### config.mk
export PLATFORM = sky130hd
export DESIGN_NAME = parameterized_crc_engine
export DESIGN_NICKNAME = d
export VERILOG_FILES = /design/src/rtl/pce_pkg.sv /design/src/rtl/pce_cfg.sv /design/src/rtl/pce_byte_fold.sv /design/src/rtl/parameterized_crc_engine.sv
export SDC_FILE = /design/constraint.sdc
export NUM_CORES = 1
export LEC_CHECK = 0
export ABC_CLOCK_PERIOD_IN_PS = 8010
export BUFFER_PORTS_ARGS = -buffer_cell sky130_fd_sc_hd__buf_2
export CELL_PAD_IN_SITES_DETAIL_PLACEMENT = 1
export CELL_PAD_IN_SITES_GLOBAL_PLACEMENT = 2
export CORE_ASPECT_RATIO = 1.4
export CORE_MARGIN = 10
export CORE_UTILIZATION = 37
export CTS_BUF_LIST = sky130_fd_sc_hd__clkbuf_4
export DETAILED_ROUTE_END_ITERATION = 8
export HOLD_SLACK_MARGIN = 0.12
export PLACE_DENSITY_LB_ADDON = 0.2
export SLEW_MARGIN = 20
export SYNTH_ARGS = -nofsm -noshare
export SYNTH_HDL_FRONTEND = slang
export SYNTH_SLANG_ARGS = --single-unit
### constraint.sdc
create_clock -name clk -period 8.01 [get_ports clk]
set_clock_uncertainty 0.15 [all_clocks]
set_input_delay 0.801 -clock clk [delete_from_list [all_inputs] [get_ports clk]]
set_output_delay 0.801 -clock clk [all_outputs]
set_load 0.005 [all_outputs]
### src/rtl/pce_pkg.sv
// Package for the parameterized CRC engine: field widths, register indexes,
// reset values, the configuration struct and bit-reflection helpers.
// No dependencies.
package pce_pkg;

    localparam int CRC_W  = 32;
    localparam int DATA_W = 8;
    localparam int WID_W  = 6;
    localparam int IDX_W  = 3;

    localparam logic [IDX_W-1:0] REG_WIDTH = 3'd0;
    localparam logic [IDX_W-1:0] REG_POLY  = 3'd1;
    localparam logic [IDX_W-1:0] REG_INIT  = 3'd2;
    localparam logic [IDX_W-1:0] REG_XOR   = 3'd3;
    localparam logic [IDX_W-1:0] REG_RIN   = 3'd4;
    localparam logic [IDX_W-1:0] REG_ROUT  = 3'd5;

    localparam logic [WID_W-1:0] RST_WIDTH = 6'd32;
    localparam logic [CRC_W-1:0] RST_POLY  = 32'h04C1_1DB7;
    localparam logic [CRC_W-1:0] RST_INIT  = 32'hFFFF_FFFF;
    localparam logic [CRC_W-1:0] RST_XOR   = 32'hFFFF_FFFF;
    localparam logic             RST_RIN   = 1'b1;
    localparam logic             RST_ROUT  = 1'b1;

    typedef struct packed {
        logic [WID_W-1:0] width;
        logic [CRC_W-1:0] poly;
        logic [CRC_W-1:0] seed;
        logic [CRC_W-1:0] xor_val;
        logic             refl_in;
        logic             refl_out;
    } cfg_t;

    // widths above 32 behave as 32
    function automatic logic [WID_W-1:0] eff_width(input logic [WID_W-1:0] w);
        return (w > 6'd32) ? 6'd32 : w;
    endfunction

    // w is at most 32
    function automatic logic [CRC_W-1:0] width_mask(input logic [WID_W-1:0] w);
        if (w[5])
            return '1;
        else
            return (32'd1 << w[4:0]) - 32'd1;
    endfunction

    // reverse the low w bits of v, w at most 32; zero width gives zero
    function automatic logic [CRC_W-1:0] flip_w(input logic [CRC_W-1:0] v,
                                                input logic [WID_W-1:0] w);
        logic [CRC_W-1:0] r;
        for (int i = 0; i < CRC_W; i++)
        begin
            r[i] = v[CRC_W-1-i];
        end
        return r >> (6'd32 - w);
    endfunction

endpackage

### src/rtl/pce_cfg.sv
// Configuration register file for the CRC engine.
// Depends on pce_pkg (register indexes, reset values, cfg_t).
module pce_cfg (
    input  logic                        clk,
    input  logic                        rst_n,
    input  logic                        cfg_we,
    input  logic [pce_pkg::IDX_W-1:0]   cfg_index,
    input  logic [pce_pkg::CRC_W-1:0]   cfg_data,
    output pce_pkg::cfg_t               cfg
);
    import pce_pkg::*;

    cfg_t cfg_reg;

    always_ff @(posedge clk or negedge rst_n)
    begin
        if (!rst_n)
        begin
            cfg_reg.width    <= RST_WIDTH;
            cfg_reg.poly     <= RST_POLY;
            cfg_reg.seed     <= RST_INIT;
            cfg_reg.xor_val  <= RST_XOR;
            cfg_reg.refl_in  <= RST_RIN;
            cfg_reg.refl_out <= RST_ROUT;
        end
        else if (cfg_we)
        begin
            unique case (cfg_index)
                REG_WIDTH: cfg_reg.width    <= cfg_data[WID_W-1:0];
                REG_POLY:  cfg_reg.poly     <= cfg_data;
                REG_INIT:  cfg_reg.seed     <= cfg_data;
                REG_XOR:   cfg_reg.xor_val  <= cfg_data;
                REG_RIN:   cfg_reg.refl_in  <= cfg_data[0];
                REG_ROUT:  cfg_reg.refl_out <= cfg_data[0];
                default:   ;
            endcase
        end
    end

    assign cfg = cfg_reg;

endmodule

### src/rtl/pce_byte_fold.sv
// Folds one byte into the reflected CRC register and forms the final result.
// Depends on pce_pkg (cfg_t, eff_width, width_mask, flip_w).
module pce_byte_fold (
    input  pce_pkg::cfg_t                cfg,
    input  logic [pce_pkg::CRC_W-1:0]    crc_in,
    input  logic [pce_pkg::DATA_W-1:0]   data,
    output logic [pce_pkg::CRC_W-1:0]    crc_out,
    output logic [pce_pkg::CRC_W-1:0]    result
);
    import pce_pkg::*;

    logic [WID_W-1:0]  w;
    logic [CRC_W-1:0]  m;
    logic [CRC_W-1:0]  rpoly;
    logic [DATA_W-1:0] b;
    logic [CRC_W-1:0]  t;
    logic [CRC_W-1:0]  res;

    assign w     = eff_width(cfg.width);
    assign m     = width_mask(w);
    assign rpoly = flip_w(cfg.poly, w);

    always_comb
    begin
        for (int i = 0; i < DATA_W; i++)
        begin
            b[i] = cfg.refl_in ? data[i] : data[DATA_W-1-i];
        end
        t = {{(CRC_W-DATA_W){1'b0}}, crc_in[DATA_W-1:0] ^ b};
        for (int k = 0; k < DATA_W; k++)
        begin
            t = t[0] ? ((t >> 1) ^ rpoly) : (t >> 1);
        end
        crc_out = ((crc_in >> DATA_W) ^ (t & m)) & m;
        res     = (crc_out ^ cfg.xor_val) & m;
        result  = cfg.refl_out ? res : flip_w(res, w);
    end

endmodule

### src/rtl/parameterized_crc_engine.sv
// Parameterized reflected CRC engine, top level.
// Depends on pce_pkg, pce_cfg and pce_byte_fold.
//
// Input channel (in_valid/in_ready): one message word per handshake, data_byte
// plus last_byte, which closes the message. Output channel (out_valid/out_ready):
// one crc_result per message, masked to the configured width. Configuration
// uses a plain write port (cfg_we, cfg_index, cfg_data); write only while no
// message is in flight.
// Timing: an accepted word lands in the input register and is folded from there
// by eight unrolled shift/XOR steps. For a last word the result and out_valid are
// registered when it leaves the input register. One word per cycle is sustained
// while no last word waits for the output register.
// Stall: a waiting result does not block non-last words. A last word waits in
// the input register until the output register is free or drained in the same
// cycle; in_ready is low only while such a word waits.
// Reset: configuration returns to CRC-32 defaults, both registers empty, and
// the next word starts a new message from the configured start value.
module parameterized_crc_engine (
    input  logic                        clk,
    input  logic                        rst_n,
    input  logic                        cfg_we,
    input  logic [pce_pkg::IDX_W-1:0]   cfg_index,
    input  logic [pce_pkg::CRC_W-1:0]   cfg_data,
    input  logic                        in_valid,
    output logic                        in_ready,
    input  logic [pce_pkg::DATA_W-1:0]  data_byte,
    input  logic                        last_byte,
    output logic                        out_valid,
    input  logic                        out_ready,
    output logic [pce_pkg::CRC_W-1:0]   crc_result
);
    import pce_pkg::*;

    cfg_t cfg;

    logic              s1_valid_reg, s1_valid_next;
    logic [DATA_W-1:0] s1_byte_reg;
    logic              s1_last_reg;
    logic              busy_reg, busy_next;
    logic [CRC_W-1:0]  crc_reg, crc_next;
    logic              out_valid_reg, out_valid_next;
    logic [CRC_W-1:0]  out_data_reg;

    logic              s1_adv;
    logic              in_take;
    logic [CRC_W-1:0]  init_masked;
    logic [CRC_W-1:0]  crc_start;
    logic [CRC_W-1:0]  crc_folded;
    logic [CRC_W-1:0]  fold_result;

    pce_cfg u_cfg (
        .clk       (clk),
        .rst_n     (rst_n),
        .cfg_we    (cfg_we),
        .cfg_index (cfg_index),
        .cfg_data  (cfg_data),
        .cfg       (cfg)
    );

    assign init_masked = cfg.seed & width_mask(eff_width(cfg.width));
    assign crc_start   = busy_reg ? crc_reg : init_masked;

    pce_byte_fold u_fold (
        .cfg     (cfg),
        .crc_in  (crc_start),
        .data    (s1_byte_reg),
        .crc_out (crc_folded),
        .result  (fold_result)
    );

    assign s1_adv   = s1_valid_reg && (!s1_last_reg || !out_valid_reg || out_ready);
    assign in_ready = !s1_valid_reg || s1_adv;
    assign in_take  = in_valid && in_ready;

    always_comb
    begin
        s1_valid_next  = s1_valid_reg;
        busy_next      = busy_reg;
        crc_next       = crc_reg;
        out_valid_next = out_valid_reg;
        if (out_ready)
            out_valid_next = 1'b0;
        if (s1_adv)
        begin
            s1_valid_next = 1'b0;
            if (s1_last_reg)
            begin
                crc_next       = init_masked;
                busy_next      = 1'b0;
                out_valid_next = 1'b1;
            end
            else
            begin
                crc_next  = crc_folded;
                busy_next = 1'b1;
            end
        end
        if (in_take)
            s1_valid_next = 1'b1;
    end

    always_ff @(posedge clk or negedge rst_n)
    begin
        if (!rst_n)
        begin
            s1_valid_reg  <= 1'b0;
            busy_reg      <= 1'b0;
            crc_reg       <= RST_INIT & width_mask(eff_width(RST_WIDTH));
            out_valid_reg <= 1'b0;
        end
        else
        begin
            s1_valid_reg  <= s1_valid_next;
            busy_reg      <= busy_next;
            crc_reg       <= crc_next;
            out_valid_reg <= out_valid_next;
        end
    end

    always_ff @(posedge clk)
    begin
        if (in_take)
        begin
            s1_byte_reg <= data_byte;
            s1_last_reg <= last_byte;
        end
        if (s1_adv && s1_last_reg)
            out_data_reg <= fold_result;
    end

    assign out_valid  = out_valid_reg;
    assign crc_result = out_data_reg;

    a_last_gives_result: assert property (@(posedge clk) disable iff (!rst_n)
        s1_adv && s1_last_reg |=> out_valid_reg && !busy_reg)
        else $error("last word did not produce a result");

    a_mid_no_result: assert property (@(posedge clk) disable iff (!rst_n)
        s1_adv && !s1_last_reg |=> out_valid_reg == $past(out_valid_reg && !out_ready))
        else $error("non-last word changed the result register");

    a_mid_sets_busy: assert property (@(posedge clk) disable iff (!rst_n)
        s1_adv && !s1_last_reg |=> busy_reg)
        else $error("message not marked in progress");

    a_stall_only_full: assert property (@(posedge clk) disable iff (!rst_n)
        !in_ready |-> s1_valid_reg && s1_last_reg && out_valid_reg && !out_ready)
        else $error("input stalled without a blocked last word");

endmodule
==> impl_metrics.ini, run 1 <==
[status]
status = completed

[placement]
dp_hpwl_microns = 83100
port_buffers = 82
gp_congestion = 1.012

[die]
boundaryPins = 83
rows = 100
die-area_sq_mm = 0.06352
die_x_microns = 215.9
start_util = 0.3738
die_h_microns = 294.2
core_area_sq_mm = 0.05318

[worst_setup_path]
r2r-start = u_cfg.cfg[103]
worst-path-max-fanout = 24
crit_required_ps = 8340
worstSetupPathType = reg2reg
reg2regPathDepth = 26
crit_path_start_kind = register
setup.worst_path.end_class = register
r2r_end = crc_result[1]
arrival_ps = 8220
regToRegSetupSlack_ps = 120

[logic_synthesis]
async_flop_share = 0.7722
synth_area_sq_mm = 0.01988
yosysMostFrequentCell = nand2_1
yosysSeqAreaShare = 0.2441
syn_nets = 2376
yosysWarnings = 0
synth_top_area_share = 0.1494
yosys-top-cells-area = dfstp_2 (15%), xnor2_1 (7.7%), mux2_2 (7.3%), edfxtp_1 (6.2%), nand2_1 (5.2%)
synth_common_cells = nand2_1 (275), nor2_1 (269), xnor2_1 (174), clkbuf_1 (137), mux2_2 (129)
syn_area_per_cell_sq_um = 8.564
synth_top_area_cell = dfstp_2
synth_cell_types = 107
ys_ff_latch = 180
synth_cells = 2321
yosys_most_used_dff = dfstp_2
synth_edf_count = 41

[timing]
worst_pin_slew_ps = 1224
fin_crit_sh = 0.9856
hold_viol_final = 0
rsz0062_at_grt = true
holdWs_ps = 186.8
fmax_ghz = 0.1267
setup_viol = 0
relSlewSlack = 0.1789
period_needed_ps = 7894
drv_slew = 0

[detailed_routing]
wire_per_inst_microns = 32.30
drc = 0
num_vias = 20220
drt_first_pass_iters = 5
via_per_inst = 6.225
drt_iter0_markers = 1683
ant_nets = 0
totalWireLength_microns = 104900

[grt]
antenna_found_initial = 3
grt_pass1_wl_microns = 150100
grt_pass1_vias = 20720
gr-total-overflow = 0
grt_use_total = 0.3225
grt_start_max_net_pins = 79

[clock_tree]
cts_buffers = 17
h-tree-depth = 4
cts_tree = yes
cts.path.max_buffers = 2
clkLatencyLatePin_ps = 700
root_buffer = clkbuf_4
clock-sinks = 180
cts.clk_slew.worst_paths_ps = 220

[layout]
post-route-util = 0.4420
seqCellArea_sq_mm = 0.004852
largest_reg_flops = 104
layout.nets = 2575
fillCellCount = 6220
layout-drive-gt1-share = 0.3182
multiInputGateArea_sq_mm = 0.01465
area_growth_pct = 18.24

[hold_path]
hold_end = u_cfg.cfg[53]
hp-class = in2reg
hold_path_depth = 3
hp-start = cfg_data[19]

[run]
drv_cap = 0
==> through the flow <==
stage               cells  worst slack, ps  setup TNS, ps  area [sq um]
global route         3248           -14.76         -38.47         23500
floorplan            2321            8.419              0         19960
finish               3248            115.6              0         23500
detailed placement   3187           -309.3          -3227         22540
global placement     3186           -112.4         -328.0         22530
CTS                  3235            6.460              0         23090
==> worst max-delay path, cell delays in order (launching register included) <==
cell	delay (ps)
dfstp_2	430
nand2b_2	260
ha_4	400
buf_12	170
buf_4	190
mux2i_1	440
mux2i_1	200
a32oi_1	380
buf_4	190
mux2i_1	110
a21oi_1	240
buf_4	260
inv_1	120
a211oi_2	350
o211ai_1	200
a211oi_2	390
buf_4	230
o211ai_4	150
buf_6	250
a21oi_1	300
xnor3_2	470
xnor3_1	290
nand3_1	200
buf_4	240
mux4_2	480
a32o_1	280
o31ai_1	280
==> layout make-up <==
class / count / area share
inverter: 25 / 0.003993
clock buffer: 17 / 0.005430
antenna: 1 / 0.0001065
sequential: 180 / 0.2065
clock inverter: 15 / 0.007134
tap: 714 / 0.03801
multi-input combinational: 1927 / 0.6235
timing repair buffer: 369 / 0.1154
==> per-layer routing <==
metal	wire length, microns	vias up	GRT usage	share of wire
met2	52330	689	0.5643	0.50
met4	8093	0	0.2175	0.077
met5	0	-	0	0
met1	39880	10430	0.3636	0.38
li1	-	8869	-	-
met3	4599	226	0.03548	0.044
==> timing repair <==
action,in CTS,in global routing
hold endpoints to repair,29,0
setup buffers,5,11
setup endpoints to repair,28,29
resized for setup,13,55
pin swaps,1,9
hold buffers,11,0
cloned,0,1
==> cells in the final DEF (no fill, tap or decap), types with 12 or more instances in the layout <==
cell type | Yosys | routed
xor2_1 | 35 | 33
a21oi_1 | 117 | 115
or2_2 | 13 | 13
a21o_1 | 12 | 12
dfstp_2 | 113 | 113
and3_1 | 18 | 17
o22ai_1 | 18 | 17
dfrtp_1 | 26 | 25
a22o_1 | 18 | 17
xnor2_1 | 174 | 160
and2_1 | 25 | 25
nor2_1 | 269 | 268
inv_1 | 23 | 22
nand4_1 | 13 | 13
nand2_1 | 275 | 274
buf_2 | 24 | 82
o211ai_1 | 27 | 27
or3_1 | 19 | 19
nor3b_1 | 20 | 19
xnor3_1 | 38 | 37
o31ai_1 | 34 | 33
edfxtp_1 | 41 | 41
o21ai_0 | 72 | 71
a31oi_1 | 23 | 22
a22oi_1 | 34 | 32
buf_4 | 10 | 263
a211oi_1 | 23 | 16
nand2b_1 | 21 | 20
mux4_2 | 37 | 37
nor3_1 | 49 | 44
clkbuf_4 | 0 | 17
nand3_1 | 74 | 71
xnor2_2 | 6 | 20
nor2b_1 | 18 | 17
mux2_2 | 129 | 129
mux2i_1 | 83 | 78
==> cells by family (layout without fill, tap and decap cells) <==
group | Yosys count | count (layout) | synth area share
simple gates | 862 | 862 | 0.2014
compound gates | 543 | 543 | 0.1958
xor+xnor | 262 | 263 | 0.1503
mux | 253 | 253 | 0.1600
buf+inv | 215 | 426 | 0.04476
flops | 180 | 180 | 0.2441
fa+ha+maj | 6 | 6 | 0.003777
other cells | 0 | 1 | 0
==> worst max-delay path by stage <==
stage,slack [ps],end,cells after the start,start
5_1_grt,-10,crc_result[21],27,u_cfg.cfg[103]
3_3_place_gp,-110,crc_result[2],23,u_cfg.cfg[103]
3_5_place_dp,-310,crc_result[2],23,u_cfg.cfg[103]
4_1_cts,6,crc_result[6],25,u_cfg.cfg[103]
2_1_floorplan,8,crc_result[1],31,u_cfg.cfg[103]
6_report,120,crc_result[1],26,u_cfg.cfg[103]
Power of run 1 is left out: the tool's default activity adds up to more than one toggle a clock period on the data nets, which glitch-free logic cannot reach.
==> run 2, diff against run 1 <==
Settings changed: CELL_PAD_IN_SITES_GLOBAL_PLACEMENT 2 to 1, CORE_UTILIZATION 37 to 45, CTS_BUF_LIST sky130_fd_sc_hd__clkbuf_4 to not set, CTS_CLUSTER_SIZE set to 16.
==> run 2 against run 1 <==
Against the previous run: core utilization up 8.1 points; setup slack got worse by 56 ps; maximum frequency down 0.71%; first-iteration DRC count up 15%; flip-flop and latch count did not move; critical path depth is the same; final cell count down 7.5%; cell area shrank 2.5%; register-to-register slack got worse by 60 ps; via count is 1.4% higher; global-route usage increased by 4.6 points; non-clock buffer count down 86; highest routed layer unchanged.
==> impl_metrics.ini, run 2 (same netlist as run 1, synthesis figures left out) <==
[status]
status = completed

[worst_setup_path]
slowest_delay_ps = 560
setup.worst_path.end_class = register
arrival_ps = 8080
regToRegSetupSlack_ps = 60
worst-path-stages = 26
worst-path-max-fanout = 23
reg2regPathDepth = 26
r2r_end = crc_result[1]
crit_required_ps = 8140
crit_path_start_kind = register
worstSetupPathType = reg2reg
critPathBufInv = 5
crit_family = multiplexers
slowest_stage = dfstp_2
r2r-start = u_cfg.cfg[103]

[clock_tree]
h-tree-depth = 4
clock-sinks = 180
cts_tree = yes
cts_buffers = 17
clkLatencyLatePin_ps = 480
cts_hold_buf = 0
cts.path.max_buffers = 2
root_buffer = clkbuf_16
cts.clk_slew.worst_paths_ps = 80

[timing]
period_needed_ps = 7951
drv_slew = 0
relSlewSlack = 0.2376
fin_crit_sh = 0.9926
setup_viol = 0
worst_pin_slew_ps = 1136
hold_viol_final = 0
fmax_ghz = 0.1258
holdWs_ps = 229.7

[detailed_routing]
drt_iter0_markers = 1942
num_vias = 20500
wire_per_inst_microns = 33.17
drt_first_pass_iters = 6
drc = 0
ant_nets = 0
totalWireLength_microns = 99650
via_per_inst = 6.825

[run]
drv_cap = 0

[layout]
layout_commonest_cell = nand2_1
fillCellCount = 5111
largest_reg_flops = 104
num_antenna_cells = 0
layout-drive-gt1-share = 0.2972
final_cells = 3004
layout.nets = 2488
layout_common_cells = nand2_1 (273), nor2_1 (268), buf_4 (191)
area_growth_pct = 15.30

[die]
core_area_sq_mm = 0.04384
die_x_microns = 197.6
die-area_sq_mm = 0.05310
boundaryPins = 83
start_util = 0.4534
die_h_microns = 268.7
rows = 91

[grt]
grt_use_total = 0.3683
grt_pass1_wl_microns = 143100
gr-total-overflow = 0
antenna_found_initial = 0
grt_start_max_net_pins = 78
grt_pass1_vias = 20700

[placement]
gp_congestion = 1.013
port_buffers = 82
placed_cells = 2943
dp_hpwl_microns = 77170

[hold_path]
hp-class = in2async
run 2: cell types whose count changed in the layout (fill, tap and decap cells not counted), moves of 6 or more:
cell | before | now
buf_4 | 263 | 191
dlygate4sd3_1 | 11 | 0
clkbuf_16 | 0 | 19
clkbuf_4 | 17 | 0
xnor2_2 | 20 | 14
run 2: layout make-up:
class / instances / area [sq um] / area share
multi-input cells: 1926 / 14660 / 0.6396
flip-flops and latches: 180 / 4853 / 0.2118
inverters: 25 / 96.34 / 0.004204
clock inverters: 13 / 132.6 / 0.005787
clock buffers: 19 / 464.2 / 0.02025
well taps: 558 / 698.2 / 0.03046
repair buffers: 283 / 2016 / 0.08795
run 2: how the worst max path moves through the flow:
stage / from / end / slack (ps)
after floorplan: u_cfg.cfg[103] / crc_result[1] / 8
after global placement: u_cfg.cfg[103] / crc_result[11] / -320
after detailed placement: u_cfg.cfg[103] / crc_result[13] / -350
after CTS: u_cfg.cfg[103] / crc_result[1] / 7
after global routing: u_cfg.cfg[103] / crc_result[3] / -100
final: u_cfg.cfg[103] / crc_result[1] / 60
run 2: per-layer routing:
metal / track usage / wire [microns] / share of wire
met1: 0.4131 / 36450 / 0.37
met2: 0.6182 / 47830 / 0.48
met3: 0.05257 / 6067 / 0.061
met4: 0.2959 / 9298 / 0.093
met5: 0 / 0 / 0
run 2: timing repair:
action                                  in CTS  in global routing
hold endpoints to repair                     0                  0
buffers inserted                             4                 24
gates resized for setup                     11                 63
endpoints found under the setup margin      22                 29
pin swaps                                    3                 19
cloned                                       0                  1
run 2: worst register-to-register path: cells and delay by family, from the launching register on:
| kind | cells | cell delay (ps) |
|---|---|---|
| flops | 1 | 560 |
| compound gates | 7 | 1400 |
| xor+xnor | 4 | 1340 |
| fa+ha+maj | 1 | 290 |
| buf+inv | 5 | 950 |
| mux | 4 | 1760 |
| simple gates | 5 | 1350 |
run 2: metrics by stage:
step | util | cell area (sq um) | setup WS (ps) | setup TNS, ps
global placement | 0.4938 | 21650 | -318.8 | -2365
global route | 0.5228 | 22920 | -99.01 | -663.1
detailed placement | 0.4938 | 21650 | -352.7 | -4222
floorplan | - | 19960 | 8.419 | 0
finish | 0.5228 | 22920 | 59.13 | 0
CTS | 0.5101 | 22360 | 7.182 | 0
Power of run 2 is left out for the same reason.
